--- config.mk ---
export PLATFORM = sky130hd
export DESIGN_NAME = lvjd_front
export DESIGN_NICKNAME = d
export VERILOG_FILES = /design/src/hw/rtl/lvjd_pkg.sv /design/src/hw/rtl/lvjd_front.sv
export SDC_FILE = /design/constraint.sdc
export NUM_CORES = 1
export LEC_CHECK = 0
export ABC_CLOCK_PERIOD_IN_PS = 10600
export BUFFER_PORTS_ARGS = -buffer_cell sky130_fd_sc_hd__buf_2
export CORE_UTILIZATION = 40
export CTS_CLUSTER_SIZE = 24
export DETAILED_ROUTE_END_ITERATION = 12
export MAX_ROUTING_LAYER = met4
export PLACE_DENSITY = 0.61
export SLEW_MARGIN = 20
export SYNTH_ARGS = -nofsm -noshare
export SYNTH_HDL_FRONTEND = slang
export SYNTH_SLANG_ARGS = --single-unit
--- constraint.sdc ---
create_clock -name clk -period 10.6 [get_ports clk]
set_input_delay 0 -clock clk [delete_from_list [all_inputs] [get_ports clk]]
set_output_delay 0 -clock clk [all_outputs]
set_load 0.01 [all_outputs]
--- src/hw/rtl/lvjd_pkg.sv ---
// Shared types and constants for the liveness jitter decision block.
// Used by the front end, divider, back end and top level; depends on nothing else.

package lvjd_pkg;

    // Window sizes.
    localparam int JITTER_WINDOW = 15;
    localparam int WARMUP_FRAMES = 8;
    localparam int LOGIT_WINDOW  = 3;

    // Field widths.
    localparam int POINT_W  = 16;
    localparam int LOGIT_W  = 16;
    localparam int WIDTH_W  = 12;
    localparam int DELTA_W  = POINT_W + 1;
    localparam int COORDS   = 8;
    localparam int COORD_W  = 24;
    localparam int VAR_W    = 32;
    localparam int CFG_IDX_W  = 8;
    localparam int CFG_DATA_W = 32;

    // Derived sizes of the landmark window.
    localparam int SLOT_W    = $clog2(JITTER_WINDOW);
    localparam int CNT_W     = $clog2(JITTER_WINDOW + 1);
    localparam int MEM_DEPTH = JITTER_WINDOW * COORDS;
    localparam int ADDR_W    = SLOT_W + 3;
    localparam int SUM_W     = COORD_W + $clog2(JITTER_WINDOW);
    localparam int SQ_W      = 2 * COORD_W;
    localparam int SQS_W     = SQ_W + $clog2(MEM_DEPTH);
    localparam int SSQ_W     = 2 * SUM_W + 2;

    // Derived sizes of the logit window.
    localparam int LCNT_W = $clog2(LOGIT_WINDOW + 1);
    localparam int LIDX_W = (LOGIT_WINDOW > 1) ? $clog2(LOGIT_WINDOW) : 1;

    // Divider geometry.
    localparam int DIVIDEND_W = 64;
    localparam int DEN_W      = 36;
    localparam int QB_COORD   = COORD_W;
    localparam int QB_VAR     = VAR_W;
    localparam int DD_W       = DEN_W + QB_VAR - 1;
    localparam int QCNT_W     = $clog2(QB_VAR + 1);

    // Input queue between front and back.
    localparam int QUEUE_DEPTH = 2;
    localparam int QPTR_W      = $clog2(QUEUE_DEPTH);
    localparam int QFILL_W     = $clog2(QUEUE_DEPTH + 1);

    // Arithmetic constants.
    localparam logic [VAR_W-1:0]          WARMUP_VARIANCE = 32'd42949673;
    localparam logic signed [14:0]        WIDTH_SCALE     = 15'sd10240;
    localparam logic signed [COORD_W-1:0] COORD_MAX       = 24'sh7FFFFF;
    localparam logic signed [COORD_W-1:0] COORD_MIN       = 24'sh800000;

    // Register reset values.
    localparam logic signed [LOGIT_W-1:0] LIVE_THRESHOLD_RESET = 16'sd384;
    localparam logic [VAR_W-1:0]          VARIANCE_LOW_RESET   = 32'd64425;
    localparam logic [VAR_W-1:0]          VARIANCE_HIGH_RESET  = 32'd3435974;
    localparam logic signed [LOGIT_W-1:0] OVERRIDE_FLOOR_RESET = -16'sd1024;

    typedef enum logic [CFG_IDX_W-1:0] {
        CFG_LIVE_THRESHOLD = 8'd0,
        CFG_VARIANCE_LOW   = 8'd1,
        CFG_VARIANCE_HIGH  = 8'd2,
        CFG_OVERRIDE_FLOOR = 8'd3
    } lvjd_cfg_idx_t;

    typedef struct packed {
        logic signed [LOGIT_W-1:0] live_threshold;
        logic [VAR_W-1:0]          variance_low;
        logic [VAR_W-1:0]          variance_high;
        logic signed [LOGIT_W-1:0] override_floor;
    } lvjd_cfg_t;

    // One classified frame as it waits in the queue.
    typedef struct packed {
        logic                          absent;
        logic                          skip;
        logic signed [LOGIT_W-1:0]     logit;
        logic [WIDTH_W-1:0]            width;
        logic [COORDS-1:0][POINT_W-1:0] pts;
        logic signed [DELTA_W-1:0]     ex;
        logic signed [DELTA_W-1:0]     ey;
    } lvjd_item_t;

endpackage

--- src/hw/rtl/lvjd_front.sv ---
// Front end: accepts frames, classifies them and holds them in a short queue.
// Depends on lvjd_pkg for the item type and queue sizes.

module lvjd_front (
    input  logic                    clk,
    input  logic                    rst_n,
    input  logic                    in_valid,
    output logic                    in_ready,
    input  logic                    face_present,
    input  logic signed [15:0]      logit_diff,
    input  logic [11:0]             face_width,
    input  logic signed [15:0]      right_eye_dx,
    input  logic signed [15:0]      right_eye_dy,
    input  logic signed [15:0]      left_eye_dx,
    input  logic signed [15:0]      left_eye_dy,
    input  logic signed [15:0]      right_mouth_dx,
    input  logic signed [15:0]      right_mouth_dy,
    input  logic signed [15:0]      left_mouth_dx,
    input  logic signed [15:0]      left_mouth_dy,
    output lvjd_pkg::lvjd_item_t    head,
    output logic                    head_valid,
    input  logic                    pop
);
    import lvjd_pkg::*;

    lvjd_item_t          item_c;
    lvjd_item_t          queue_mem [QUEUE_DEPTH];
    logic [QPTR_W-1:0]   wr_ptr_reg;
    logic [QPTR_W-1:0]   rd_ptr_reg;
    logic [QFILL_W-1:0]  fill_reg;
    logic                push;
    logic                take;

    // Classify the frame and form the eye vector up front.
    always_comb
    begin
        item_c.absent = ~face_present;
        item_c.skip   = (face_width == '0);
        item_c.logit  = logit_diff;
        item_c.width  = face_width;
        item_c.pts[0] = right_eye_dx;
        item_c.pts[1] = right_eye_dy;
        item_c.pts[2] = left_eye_dx;
        item_c.pts[3] = left_eye_dy;
        item_c.pts[4] = right_mouth_dx;
        item_c.pts[5] = right_mouth_dy;
        item_c.pts[6] = left_mouth_dx;
        item_c.pts[7] = left_mouth_dy;
        item_c.ex = {left_eye_dx[15], left_eye_dx} - {right_eye_dx[15], right_eye_dx};
        item_c.ey = {left_eye_dy[15], left_eye_dy} - {right_eye_dy[15], right_eye_dy};
    end

    assign in_ready   = (fill_reg != QFILL_W'(QUEUE_DEPTH));
    assign head_valid = (fill_reg != '0);
    assign head       = queue_mem[rd_ptr_reg];
    assign push       = in_valid && in_ready;
    assign take       = pop && head_valid;

    always_ff @(posedge clk or negedge rst_n)
    begin
        if (!rst_n)
        begin
            wr_ptr_reg <= '0;
            rd_ptr_reg <= '0;
            fill_reg   <= '0;
        end
        else
        begin
            if (push)
            begin
                wr_ptr_reg <= (wr_ptr_reg == QPTR_W'(QUEUE_DEPTH - 1)) ? '0
                                                                     : wr_ptr_reg + 1'b1;
            end
            if (take)
            begin
                rd_ptr_reg <= (rd_ptr_reg == QPTR_W'(QUEUE_DEPTH - 1)) ? '0
                                                                     : rd_ptr_reg + 1'b1;
            end
            if (push && !take)
            begin
                fill_reg <= fill_reg + 1'b1;
            end
            else if (take && !push)
            begin
                fill_reg <= fill_reg - 1'b1;
            end
        end
    end

    always_ff @(posedge clk)
    begin
        if (push)
        begin
            queue_mem[wr_ptr_reg] <= item_c;
        end
    end

endmodule

Word-level counts from Yosys, hierarchy flattened
Memory sizes are Yosys's and may differ from the RTL's.
Index checks and enable logic that the tools add are counted.
W data, S select, Z words.
{ "totals": {"out_inout_bits": 194, "ff_bits": 4, "word_cells": 27, "input_bits": 161, "ramBits": 384, "n_memories": 1} }
{ "memory_table": {"columns": ["memory", "depth", "width", "rd", "rd_ports_with_merged_regs", "write_ports", "line", "source"], "rows": [
  ["queue_mem", 2, 192, 1, 0, 1, "lvjd_front.sv:27", "lvjd_item_t queue_mem [QUEUE_DEPTH];"]
]} }
{ "op_classes": {"bitwise_logic": 1, "n_mux": 6, "n_eq_ne": 1, "add_sub_neg": 6, "reduce_logical": 9} }
{ "op_table": {"columns": ["operator", "n"], "rows": [
  ["$sub A16 B16 Y17", 2],
  ["$logic_not A12 Y1", 1],
  ["$logic_and A1 B1 Y1", 4],
  ["$mux W1", 4],
  ["$mux W2", 2],
  ["$reduce_bool A2 Y1", 2],
  ["$add A1 B1 Y1 const B", 2],
  ["$add A2 B1 Y2 const B", 1],
  ["$logic_not A1 Y1", 2],
  ["$ne A2 B2 Y1 const B", 1],
  ["$sub A2 B1 Y2 const B", 1],
  ["$not A1 Y1", 1]
]} }

Longest topological paths before layout
{ "logic_depth": {"ltp_word": 6, "depth_mapped": 9, "mapped_depth_nobuf": 9} }

Least setup slack after synthesis
OpenSTA, ideal clock, no wires.
{ "synth_path": {"kind": "register -> register", "startpoint": "register fill_reg[0]", "endpoint": "memory queue_mem[0][0] (netlist name), enable pin", "slack_ns": 1.192, "required_ns": 9.853, "arrival_time_ns": 8.661, "setup_time_ns": 0.747, "path_stages_with_launch": 4, "period_less_slack_ns": 9.408, "path_cell_list": "dfrtp_1 nand2b_1 nand2_1 nor2_1"} }
{ "synth_via": {"elab_chain_cells": 4} }
{ "synth_rtl": {"columns": ["item", "line", "source"], "rows": [
  ["from (decl)", "lvjd_front.sv:30", "logic [QFILL_W-1:0] fill_reg;"],
  ["from (signal assigned)", "lvjd_front.sv:81", "fill_reg <= fill_reg + 1'b1;"],
  ["from (signal assigned)", "lvjd_front.sv:85", "fill_reg <= fill_reg - 1'b1;"],
  ["$ne A2 B2 Y1", "lvjd_front.sv:53", "assign in_ready = (fill_reg != QFILL_W'(QUEUE_DEPTH));"],
  ["named net in_ready", "lvjd_front.sv:8", "output logic in_ready,"],
  ["$logic_and A1 B1 Y1", "lvjd_front.sv:56", "assign push = in_valid && in_ready;"],
  ["$mux W1", "lvjd_front.sv:92", "if (push)"],
  ["$mux W1 (not written as such)", "lvjd_front.sv:94", "queue_mem[wr_ptr_reg] <= item_c;"],
  ["to (decl)", "lvjd_front.sv:27", null]
]} }
The timed path passes the listed nets, and every way through them passes these cells.

==> impl_metrics.json <==
{
  "status": "completed",
  "gp_congestion": 0.770,
  "min_path_cells": 2,
  "drive_gt1_share_pct": 43.1,
  "finalHoldViolations": 0,
  "setup_viol": 0,
  "clk_pin_slew_worst_paths_ns": 0.06,
  "powerDensity_nw_per_um2": 247,
  "yosys_warnings": 0,
  "fill_cells": 3181,
  "hp-class": "primary input to register",
  "place_hpwl_um": 22900,
  "critical_path.top_delay_family": "flip-flops",
  "htreeDepth": 2,
  "rsz0062_at_grt": "false",
  "maxCapViolCount": 0,
  "grt_pass1_vias": 9243,
  "wl_um": 34700,
  "gr-total-overflow": 0,
  "critPathMaxFanout": 73,
  "relSlewSlack_pct": 30.2,
  "fin_skew_ns": 0.00998,
  "slowest_stage": "dfrtp_4",
  "drc_errors": 0,
  "yosysSeqAreaShare_pct": 74.1,
  "path_buf_inv": 2,
  "cts_inserted_buffers": 41,
  "path_cells": "buf_4 > mux2_2 > buf_2",
  "syn_area_um2": 15700,
  "vdd.ir_drop.worst_mv": 0.138,
  "synth_edf_count": 384,
  "cts_tree": "done",
  "largest_register_ff_count": 384,
  "die_w_um": 200,
  "worstPathRequired_ns": 10.60,
  "grt_usage_pct": 17.3,
  "syn_inst": 865,
  "drt_first_pass_iters": 6,
  "yosysUniqueCellTypes": 51,
  "drtIter0Drc": 344,
  "grt_start_max_net_pins": 78,
  "tightest_slew_ns": 1.05,
  "cts_root_buf": "clkbuf_16",
  "viasPerCell": 4.75,
  "period_minus_slack_ns": 3.22,
  "ctsResizeCount": 0,
  "utilization_pct": 54.3,
  "fmax_ghz": 0.311,
  "core_area_um2": 38600,
  "holdWs_ns": 0.176,
  "syn_nets": 1061,
  "nets": 1600,
  "worstRegToRegCells": 5,
  "max_stage_delay_ns": 1.04,
  "antenna_found_initial": 3,
  "slew_violations": 0,
  "ctsHoldBuffers": 161,
  "synthArstFlopShare_pct": 1.03,
  "leakage_uw": 0.00806,
  "ant_nets": 0,
  "num_rows": 72,
  "die_y_um": 200,
  "port_buffers": 354,
  "post-cts-setup-buffers": 0,
  "ys_seq_elements": 388,
  "wl_per_cell_um": 17.7,
  "seq_area_um2": 11600,
  "layout_common_cells": "384 x edfxtp_1, 354 x buf_2, 193 x mux2_2",
  "numClockSinks": 388,
  "clock_latency_ns": 0.54,
  "cp_data_arrival_time_ns": 3.22,
  "fin_tns_setup_ns": 0,
  "io_pins": 355,
  "critPathLaunchType": "register",
  "die_area_um2": 40000,
  "initial_core_util_pct": 40.6,
  "grt_first_pass_wirelength_um": 50800,
  "cp-end-kind": "primary output",
  "clockBufferDepth": 3,
  "syn_to_final_growth_pct": 33.8,
  "final_common_cell": "edfxtp_1",
  "dp.cells": 1718,
  "cp.depth": 3,
  "period_share_pct": 30.3,
  "via_count": 9289,
  "postSynthAreaPerCell_um2": 18.1,
  "crit_type": "register to primary output",
  "synth_flop_cell": "edfxtp_1",
  "layout.cells.non_filler": 1957,
  "multi_input_area_um2": 3790
}
==> final timing paths <==
path / start / to / slack (ns)
setup / recovery: rd_ptr_reg / head[25] / 7.38
max in group asynchronous: rst_n / rd_ptr_reg / 9.98
min in group asynchronous: rst_n / fill_reg[0] / 0.42
setup reg to reg: fill_reg[0] / queue_mem[0][12] / 7.68
hold / removal: left_mouth_dy[6] / queue_mem[0][152] / 0.18
hold reg to reg: fill_reg[1] / fill_reg[1] / 0.51
==> cell families after synthesis <==
| group | Yosys count | synth area share [%] |
|---|---|---|
| xor gates and xnor gates | 25 | 1.40 |
| and+or+nand+nor | 71 | 2.28 |
| adders and majority gates | 35 | 2.89 |
| DFF | 388 | 74.1 |
| buffers and inverters | 74 | 1.78 |
| AOI/OAI and AO/OA | 78 | 3.63 |
| muxes | 194 | 13.9 |
==> final cells by class <==
type	instances	share of cell area (%)
Antenna cell	3	0.0358
Clock buffer	53	5.30
Clock inverter	22	0.876
Inverter	48	0.858
Multi-Input combinational cell	403	18.1
Sequential cell	388	55.4
Tap cell	518	3.09
Timing Repair Buffer	522	16.4
==> synth_stat cells (2+ instances only) <==
cell type    n  share of area (%)
edfxtp_1   384                 73
mux2_2     193                 14
inv_1       48                1.1
ha_1        33                2.6
clkbuf_1    23               0.55
nor2_1      22               0.53
a21oi_1     20               0.64
xnor2_1     14               0.78
a21o_1      13               0.62
nand2_1     13               0.31
xor2_1      11               0.61
o21ai_0      8               0.26
o21a_1       7               0.33
nor2b_1      6               0.24
a31oi_1      5               0.20
nand2b_1     5               0.20
nand3_1      5               0.16
o211ai_1     5               0.24
dfrtp_1      4               0.64
nand4_1      4               0.16
nor4_1       4               0.16
and3_1       3               0.12
a221oi_1     2               0.11
buf_1        2              0.048
fa_1         2               0.26
o2111ai_1    2               0.11
o31a_1       2               0.11
or3_1        2              0.080
==> metrics by stage <==
step,setup WS (ns),instance area (µm²),total power (µW)
6_report,7.38,21000,5180
5_1_grt,7.18,21000,5450
4_1_cts,7.33,21000,5260
3_5_place_dp,7.62,18100,3810
3_3_place_gp,7.70,18100,3790
2_1_floorplan,1.19,15700,3270
==> layer usage <==
layer | up-vias | share of wire (%) | GRT usage [%]
met5 | - | 0 | -
met4 | 0 | 1.9 | 4.69
met3 | 48 | 8.7 | 6.03
met2 | 298 | 47 | 27.6
met1 | 4498 | 42 | 20.8
li1 | 4445 | - | -
==> power by group <==
group | internal [µW] | switching [µW]
clock network | 814 | 561
logic | 700 | 859
registers | 2120 | 122
(Power assumes the default switching activity.)
